`src/sv/mtds_pkg.sv`:
```
// shared types, constants and helpers for the multi-timer due scanner
`timescale 1ns / 1ps
`default_nettype none
package mtds_pkg;

  localparam int SLOTS      = 8;
  localparam int MAX_PASSES = 8;

  localparam int T_W    = 48;
  localparam int SLOT_W = 3;
  localparam int IDX_W  = (SLOTS > 1) ? $clog2(SLOTS) : 1;
  localparam int PASS_W = $clog2(MAX_PASSES + 1);

  typedef enum logic [1:0] {
    OP_ADD    = 2'd0,
    OP_REMOVE = 2'd1,
    OP_UPDATE = 2'd2,
    OP_RESET  = 2'd3
  } opcode_t;

  typedef enum logic [1:0] {
    KIND_FIRE      = 2'd0,
    KIND_NOTICE    = 2'd1,
    KIND_DONE      = 2'd2,
    KIND_NOT_FOUND = 2'd3
  } kind_t;

  typedef struct packed {
    opcode_t             opcode;
    logic [SLOT_W-1:0]   timer_slot;
    logic [T_W-1:0]      time_value;
    logic [T_W-1:0]      offset_or_new_time;
    logic [T_W-1:0]      period;
  } in_item_t;

  typedef struct packed {
    kind_t               kind;
    logic [SLOT_W-1:0]   event_slot;
    logic [T_W-1:0]      fire_time;
    logic                wait_valid;
    logic [T_W-1:0]      wait_time;
    logic                last;
  } out_item_t;

  // one timer slot as it travels round the ring
  typedef struct packed {
    logic                active;
    logic [T_W-1:0]      due;
    logic [T_W-1:0]      period;
  } slot_entry_t;

  // controller to ring: rotate enable and the entry written back at the tail
  typedef struct packed {
    logic                shift;
    slot_entry_t         tail_in;
  } ring_ctl_t;

  function automatic logic [T_W-1:0] sat_add(input logic [T_W-1:0] a,
                                             input logic [T_W-1:0] b);
    logic [T_W:0] s;
    s = {1'b0, a} + {1'b0, b};
    return s[T_W] ? {T_W{1'b1}} : s[T_W-1:0];
  endfunction

endpackage
`default_nettype wire

```
`src/sv/mtds_cell.sv`:
```
// one ring cell: holds a timer slot and passes it on when the ring rotates
`timescale 1ns / 1ps
`default_nettype none
module mtds_cell (
  input  wire logic                 clk,
  input  wire logic                 rst_n,
  input  wire logic                 shift,
  input  wire mtds_pkg::slot_entry_t d,
  output mtds_pkg::slot_entry_t     q
);
  import mtds_pkg::*;

  logic           active_r;
  logic [T_W-1:0] due_r;
  logic [T_W-1:0] period_r;

  always_ff @(posedge clk) begin
    if (!rst_n) begin
      active_r <= 1'b0;
    end else if (shift) begin
      active_r <= d.active;
    end
  end

  // timing payload needs no reset, it is only read while active
  always_ff @(posedge clk) begin
    if (shift) begin
      due_r    <= d.due;
      period_r <= d.period;
    end
  end

  assign q = '{active: active_r, due: due_r, period: period_r};

endmodule
`default_nettype wire

```
`src/sv/mtds_ctrl.sv`:
```
// sequencer and head unit: works on the slot at the head of the ring, drives results
`timescale 1ns / 1ps
`default_nettype none
module mtds_ctrl (
  input  wire logic                  clk,
  input  wire logic                  rst_n,
  input  wire logic                  in_valid,
  output logic                       in_ready,
  input  wire mtds_pkg::in_item_t    in_data,
  output logic                       out_valid,
  input  wire logic                  out_ready,
  output mtds_pkg::out_item_t        out_data,
  input  wire mtds_pkg::slot_entry_t head,
  output mtds_pkg::ring_ctl_t        ring
);
  import mtds_pkg::*;

  typedef enum logic [1:0] {
    S_IDLE,
    S_PREP,
    S_SCAN,
    S_FIN
  } state_t;

  state_t             state_r, state_nxt;
  in_item_t           cmd_r, cmd_nxt;
  logic [IDX_W-1:0]   step_r, step_nxt;
  logic [PASS_W-1:0]  pass_r, pass_nxt;
  logic               again_r, again_nxt;
  logic               have_min_r, have_min_nxt;
  logic [T_W-1:0]     min_due_r, min_due_nxt;
  logic               fwd_r, fwd_nxt;
  logic [T_W-1:0]     diff_r, diff_nxt;
  logic               found_r, found_nxt;
  logic               pend_r, pend_nxt;
  logic [IDX_W-1:0]   pend_slot_r, pend_slot_nxt;
  logic               out_valid_r, out_valid_nxt;
  out_item_t          out_r, out_nxt;

  logic               out_free;
  logic               due_le;
  logic               hit;
  logic               last_step;
  logic               per_nz;
  logic [T_W-1:0]     add_due;
  logic [T_W-1:0]     adv_due;
  logic [T_W-1:0]     fwd_due;
  logic [T_W-1:0]     back_due;
  logic               fire;
  logic               need_emit;
  logic               again_cur;
  logic [PASS_W-1:0]  pass_inc;
  out_item_t          emit_item;
  out_item_t          fin_item;
  logic               limit;

  assign out_free  = !out_valid_r || out_ready;
  assign due_le    = head.due <= cmd_r.time_value;
  assign hit       = SLOT_W'(step_r) == cmd_r.timer_slot;
  assign last_step = step_r == IDX_W'(SLOTS - 1);
  assign per_nz    = head.period != '0;
  assign add_due   = sat_add(cmd_r.time_value, cmd_r.offset_or_new_time);
  assign adv_due   = sat_add(head.due, head.period);
  assign fwd_due   = sat_add(head.due, diff_r);
  assign back_due  = (head.due > diff_r) ? head.due - diff_r : '0;
  assign pass_inc  = pass_r + 1'b1;
  assign limit     = pass_r == PASS_W'(MAX_PASSES);

  assign in_ready  = state_r == S_IDLE;
  assign out_valid = out_valid_r;
  assign out_data  = out_r;

  // final beat of the item
  always_comb begin
    fin_item            = '0;
    fin_item.last       = 1'b1;
    fin_item.event_slot = '0;
    case (cmd_r.opcode)
      OP_ADD: begin
        fin_item.event_slot = cmd_r.timer_slot;
        fin_item.kind = ({1'b0, cmd_r.timer_slot} < (SLOT_W + 1)'(SLOTS)) ?
                        KIND_DONE : KIND_NOT_FOUND;
      end
      OP_REMOVE: begin
        fin_item.event_slot = cmd_r.timer_slot;
        fin_item.kind       = found_r ? KIND_DONE : KIND_NOT_FOUND;
      end
      OP_UPDATE: begin
        fin_item.wait_valid = limit || have_min_r;
        fin_item.wait_time  = (!limit && have_min_r) ?
                              min_due_r - cmd_r.time_value : '0;
        if (pend_r) begin
          fin_item.kind       = KIND_FIRE;
          fin_item.event_slot = SLOT_W'(pend_slot_r);
          fin_item.fire_time  = cmd_r.time_value;
        end else begin
          fin_item.kind = KIND_DONE;
        end
      end
      default: begin
        fin_item.kind = KIND_DONE;
      end
    endcase
  end

  always_comb begin
    state_nxt     = state_r;
    cmd_nxt       = cmd_r;
    step_nxt      = step_r;
    pass_nxt      = pass_r;
    again_nxt     = again_r;
    have_min_nxt  = have_min_r;
    min_due_nxt   = min_due_r;
    fwd_nxt       = fwd_r;
    diff_nxt      = diff_r;
    found_nxt     = found_r;
    pend_nxt      = pend_r;
    pend_slot_nxt = pend_slot_r;
    out_valid_nxt = out_valid_r && !out_ready;
    out_nxt       = out_r;
    ring.shift    = 1'b0;
    ring.tail_in  = head;
    fire          = 1'b0;
    need_emit     = 1'b0;
    emit_item     = '0;

    // head unit: new value of the slot at the head and any beat it raises
    case (cmd_r.opcode)
      OP_ADD: begin
        if (hit) begin
          ring.tail_in = '{active: 1'b1, due: add_due, period: cmd_r.period};
        end
      end
      OP_REMOVE: begin
        if (hit) begin
          ring.tail_in.active = 1'b0;
        end
      end
      OP_UPDATE: begin
        if (head.active && due_le) begin
          fire = 1'b1;
          // the held fire goes out only once a later one proves it is not last
          need_emit            = pend_r;
          emit_item.kind       = KIND_FIRE;
          emit_item.event_slot = SLOT_W'(pend_slot_r);
          emit_item.fire_time  = cmd_r.time_value;
          if (per_nz) begin
            ring.tail_in.due = adv_due;
          end else begin
            ring.tail_in.active = 1'b0;
          end
        end
      end
      default: begin
        if (head.active) begin
          if (fwd_r) begin
            ring.tail_in.due = fwd_due;
          end else begin
            need_emit            = 1'b1;
            emit_item.kind       = KIND_NOTICE;
            emit_item.event_slot = SLOT_W'(step_r);
            ring.tail_in.due     = back_due;
          end
        end
      end
    endcase

    again_cur = again_r || (fire && per_nz);

    case (state_r)
      S_IDLE: begin
        if (in_valid) begin
          cmd_nxt      = in_data;
          step_nxt     = '0;
          pass_nxt     = '0;
          again_nxt    = 1'b0;
          have_min_nxt = 1'b0;
          found_nxt    = 1'b0;
          pend_nxt     = 1'b0;
          state_nxt    = S_PREP;
        end
      end
      S_PREP: begin
        fwd_nxt   = cmd_r.time_value < cmd_r.offset_or_new_time;
        diff_nxt  = fwd_nxt ? cmd_r.offset_or_new_time - cmd_r.time_value :
                              cmd_r.time_value - cmd_r.offset_or_new_time;
        state_nxt = S_SCAN;
      end
      S_SCAN: begin
        if (!(need_emit && !out_free)) begin
          ring.shift = 1'b1;
          if (need_emit) begin
            out_valid_nxt = 1'b1;
            out_nxt       = emit_item;
          end
          if (cmd_r.opcode == OP_REMOVE && hit) begin
            found_nxt = head.active;
          end
          if (cmd_r.opcode == OP_UPDATE && head.active) begin
            if (due_le) begin
              pend_nxt      = 1'b1;
              pend_slot_nxt = step_r;
            end else if (!have_min_r || head.due < min_due_r) begin
              have_min_nxt = 1'b1;
              min_due_nxt  = head.due;
            end
          end
          again_nxt = again_cur;
          step_nxt  = step_r + 1'b1;
          if (last_step) begin
            step_nxt  = '0;
            pass_nxt  = pass_inc;
            again_nxt = 1'b0;
            if (!(cmd_r.opcode == OP_UPDATE && again_cur &&
                  pass_inc < PASS_W'(MAX_PASSES))) begin
              state_nxt = S_FIN;
            end
          end
        end
      end
      S_FIN: begin
        if (out_free) begin
          out_valid_nxt = 1'b1;
          out_nxt       = fin_item;
          state_nxt     = S_IDLE;
        end
      end
      default: begin
        state_nxt = S_IDLE;
      end
    endcase
  end

  always_ff @(posedge clk) begin
    if (!rst_n) begin
      state_r     <= S_IDLE;
      out_valid_r <= 1'b0;
      pend_r      <= 1'b0;
      again_r     <= 1'b0;
      have_min_r  <= 1'b0;
      found_r     <= 1'b0;
      step_r      <= '0;
      pass_r      <= '0;
    end else begin
      state_r     <= state_nxt;
      out_valid_r <= out_valid_nxt;
      pend_r      <= pend_nxt;
      again_r     <= again_nxt;
      have_min_r  <= have_min_nxt;
      found_r     <= found_nxt;
      step_r      <= step_nxt;
      pass_r      <= pass_nxt;
    end
    cmd_r       <= cmd_nxt;
    min_due_r   <= min_due_nxt;
    fwd_r       <= fwd_nxt;
    diff_r      <= diff_nxt;
    pend_slot_r <= pend_slot_nxt;
    out_r       <= out_nxt;
  end

endmodule
`default_nettype wire

```
`src/sv/multi_timer_due_scanner_unit.sv`:
```
// top level of the multi-timer due scanner: ring of slot cells and its sequencer
`timescale 1ns / 1ps
`default_nettype none
// The timer slots live in a ring of SLOTS cells. Each pass of a command rotates
// the ring once round, one slot per cycle when not stalled, past a single head
// unit that reads the slot at the head, works out its new timing and writes it
// back at the tail, so the ring is back in slot order when the command ends.
// A command is accepted, prepares the time-reset difference, scans in one pass
// for add, remove and time reset or in 1 to MAX_PASSES passes for a time
// update, and ends with the closing beat. A time update holds back each fire
// beat until the next fire or the end of the scan, so that the last fire can
// carry the wait time and the last flag; fires come out in pass order, then
// slot order. Any cycle in which a beat must go out while the result register
// is still full stalls the ring for that cycle. A new command can be taken
// while the previous closing beat still waits in the result register.
module multi_timer_due_scanner_unit (
  input  wire logic               clk,
  input  wire logic               rst_n,
  input  wire logic               in_valid,
  output logic                    in_ready,
  input  wire mtds_pkg::in_item_t in_data,
  output logic                    out_valid,
  input  wire logic               out_ready,
  output mtds_pkg::out_item_t     out_data
);
  import mtds_pkg::*;

  // cell outputs, cell 0 is the head of the ring
  slot_entry_t cell_q [SLOTS];
  ring_ctl_t   ring;

  mtds_ctrl u_ctrl (
    .clk       (clk),
    .rst_n     (rst_n),
    .in_valid  (in_valid),
    .in_ready  (in_ready),
    .in_data   (in_data),
    .out_valid (out_valid),
    .out_ready (out_ready),
    .out_data  (out_data),
    .head      (cell_q[0]),
    .ring      (ring)
  );

  // each cell takes its upper neighbour; the tail takes the head unit's result
  for (genvar k = 0; k < SLOTS; k++) begin : g_cell
    slot_entry_t cell_d;
    if (k == SLOTS - 1) begin : g_tail
      assign cell_d = ring.tail_in;
    end else begin : g_body
      assign cell_d = cell_q[k+1];
    end
    mtds_cell u_cell (
      .clk   (clk),
      .rst_n (rst_n),
      .shift (ring.shift),
      .d     (cell_d),
      .q     (cell_q[k])
    );
  end

endmodule
`default_nettype wire

```
`config.mk`:
```
export PLATFORM = sky130hd
export DESIGN_NAME = multi_timer_due_scanner_unit
export DESIGN_NICKNAME = d
export VERILOG_FILES = /design/src/sv/mtds_pkg.sv /design/src/sv/mtds_cell.sv /design/src/sv/mtds_ctrl.sv /design/src/sv/multi_timer_due_scanner_unit.sv
export SDC_FILE = /design/constraint.sdc
export NUM_CORES = 2
export LEC_CHECK = 0
export CAP_MARGIN = 30
export CORE_MARGIN = 5
export CORE_UTILIZATION = 60
export DETAILED_ROUTE_END_ITERATION = 10
export DONT_BUFFER_PORTS = 1
export PLACE_DENSITY = 0.76
export SLEW_MARGIN = 20
export SYNTH_ARGS = -nofsm -noshare
export SYNTH_HDL_FRONTEND = slang
export SYNTH_SLANG_ARGS = --single-unit
```
`constraint.sdc`:
```
create_clock -name clk -period 38.4 [get_ports clk]
set_input_delay 3.84 -clock clk [delete_from_list [all_inputs] [get_ports clk]]
set_output_delay 3.84 -clock clk [all_outputs]
set_load 0.01 [all_outputs]
```
==> reports/summary.txt <==
status = complete, no violations
initial core utilization = 60.2%
RSZ-0062 raised after global routing = no
I/O pin total = 258
routed wire length = 185 mm
Min-Delay Startpoint = g_cell[2].u_cell.due_r[27]
Tightest Pin Transition = 1070 ps
flop2flop setup slack = 31960 ps
Tmin final = 6750 ps
Die Span Y = 326 um
Highest Clock Rate = 0.148 GHz
GRT overflow = 0
FP Rows = 116
Fill cells = 7392
CP Capture Point = g_cell[1].u_cell.due_r[46]
Die ar. = 0.107 mm^2
Req. time, crit path = 38750 ps
relative slew slack = 27.6%
Avg Vias per Cell = 6.71
static leakage = 0.0241 uW
Residual DRC = 0
Sequential Power Share = 37.2%
cell count after synthesis = 5116
ys flop type = edfxtp_1
startpoint class of the critical path = primary input
vias = 43500
most frequent cells in the layout = 1120 x edfxtp_1, 516 x a21oi_1, 437 x ha_1
CTS Sinks = 1142
pin count of the biggest net entering global routing = 143
Clk Latency, worst-skew pair = 740 ps
PwrDens = 82.9 mW/mm^2
Final Max Tran Viols = 0
register area = 0.0341 mm^2
antenna violations before repair = 17
GRT Util Overall = 33.7%
first-pass GRT wire length = 270 mm
Net count, final = 5691
RR Endpoint = g_cell[1].u_cell.due_r[46]
Final Setup Violations = 0
Synth async-reset ratio = 0%
clk buf depth = 3
Worst setup EP type = flip-flop
Arrival @ worst endpoint = 7100 ps
switch share = 42.0%
clock root buffer = clkbuf_16
area of the multi-input gates = 0.0239 mm^2
Worst-path clk slew = 60 ps
initial drt markers = 5711
Worst IR Drop VDD = 0.0000814 V
First-pass DRT Iterations = 8
Post-Syn Area = 0.0601 mm^2
Seq/Total Area, Yosys = 56.7%
dpl cell area = 0.0615 mm^2
CTS Buf Count = 110
total power = 5390 uW
crit path kind = in2reg
Worst Setup SP = out_ready
post-synthesis net count = 5717
commonest non-fill, non-tap cell in the layout = edfxtp_1
setup TNS = 0 ps
share of layout cells above drive strength 1 = 6.84%
sw power = 2260 uW
FF-to-FF path depth = 13
Setup WS pre-CTS = 30120 ps
H-tree depth = 3
postcts setup bufs = 0
clock share of power = 19.4%
routability-driven placement congestion ratio = 1.03
antenna-violating nets left = 0
Die Span X = 326 um
Max Cap Violations = 0
# port buffers = 0
Final WS setup = 31650 ps
cts hold-fix bufs = 0
vias in the first global route = 40400
Fin. Hold Viols = 0
worst clock skew = 69.1 ps
cell-internal power = 3130 uW
Hold Crit Class = reg2reg
Seq cells post-synth = 1142
Layout area overhead = 8.22%
Final Instance Area = 0.0650 mm^2
post_cts resized = 0
reg-to-reg startpoint = g_cell[0].u_cell.due_r[29]
EDFF count, synth = 1120
Critical Path Fanout Max = 142
period utilization = 17.6%
Synth Warn # = 0
syn_area_per_cell = 11.7 um^2
wire length per cell = 28.5 um
Core Region = 0.0997 mm^2
CTS tree = yes
synth unique cells = 94
combinational power share = 43.3%
DPL Wire Length = 138 mm
## sequential cells by signal, indices dropped and copies added, names as in the netlist, 4 cells and up
register and flops:
g_cell.u_cell.due_r 384, u_ctrl.min_due_r 48, u_ctrl.out_data 103, g_cell.u_cell.period_r 384, u_ctrl.diff_r 48, u_ctrl.cmd_r 149, g_cell.u_cell.active_r 8, u_ctrl.pass_r 4
## layout make-up
type                            count  area share, %
Multi-Input combinational cell   3424           36.8
Sequential cell                  1142           52.4
Timing Repair Buffer               63          0.862
Antenna cell                        5         0.0193
Inverter                          349           2.03
Tap cell                         1298           2.50
Clock buffer                      139           4.47
Clock inverter                     62          0.870
## kinds of logic (layout without fill, tap and decap cells)
family,count (synthesis),after routing,share of synthesized area [%]
AND/OR/NAND/NOR,1126,1126,8.82
flip-flops,1142,1142,56.7
AO/OA/AOI/OAI,1585,1585,17.4
XOR/XNOR,197,197,2.87
multiplexers,68,68,1.24
adder cells (fa/ha/maj),448,448,9.42
other,0,5,0
buffers and inverters,550,613,3.55
## cell usage after synthesis, types with 12 or more instances
library cell,count,share of area [%]
xor2_1,51,0.74
mux2_2,49,0.92
dfxtp_1,22,0.73
o22ai_1,23,0.24
inv_1,333,2.1
a211oi_1,41,0.51
a31oi_1,54,0.56
and2_1,17,0.18
mux2i_1,19,0.32
o21bai_1,98,1.2
a221oi_1,26,0.38
o211ai_1,37,0.46
a21boi_0,18,0.23
nor2_1,389,2.4
a21o_1,149,1.9
a221o_1,17,0.28
or2_2,19,0.20
o31a_1,17,0.25
clkbuf_1,155,0.97
o41ai_1,17,0.25
nand2b_1,51,0.53
o21a_1,28,0.35
edfxtp_1,1120,56
a2111oi_0,12,0.18
o221ai_1,92,1.3
and3_1,33,0.34
nor3_1,79,0.66
ha_1,441,9.2
nand4_1,86,0.90
buf_2,27,0.23
a21oi_1,517,4.3
buf_1,12,0.075
clkinv_1,13,0.081
nor4_1,44,0.46
or3_1,16,0.17
nand3_1,80,0.67
nor2b_1,35,0.36
o31ai_1,35,0.44
o21ai_0,257,2.1
nand2_1,256,1.6
xnor2_1,146,2.1
## critical path: stages
cell,delay (ps)
nor2b_1,130
a31o_2,400
inv_8,700
buf_4,810
buf_4,390
buf_4,360
buf_16,320
## power by group through the flow
stage | registers [uW] | clock network [uW] | logic (uW)
global route | 2030 | 1120 | 2490
global placement | 2020 | 0 | 2230
finish | 2010 | 1050 | 2330
CTS | 2010 | 1060 | 2260
floorplan | 2160 | 0 | 1560
detailed placement | 2030 | 0 | 2240
## routing by layer
layer	GRT usage, %	share of wire [%]
met1	48.9	41
met2	50.7	44
met3	7.42	10
met4	12.0	4.5
met5	0	0.037
## worst min path at each step
stage               cells after the start  slack, ps                            end
CTS                                     0        380     g_cell[1].u_cell.due_r[27]
floorplan                               0        400      g_cell[0].u_cell.due_r[0]
global placement                        0        400  g_cell[3].u_cell.period_r[26]
finish                                  0        390     g_cell[1].u_cell.due_r[27]
global route                            0        410     g_cell[1].u_cell.due_r[27]
detailed placement                      0        400   g_cell[0].u_cell.period_r[4]
## per-stage QoR
stage	instances	utilization (%)	hold slack (ps)
after floorplan	5116	-	400
after global placement	6270	61.6	400
after detailed placement	6274	61.6	405
after CTS	6475	65.1	384
after global routing	6478	65.2	406
final	6482	65.2	390
Power figures use the tool's default switching activity.
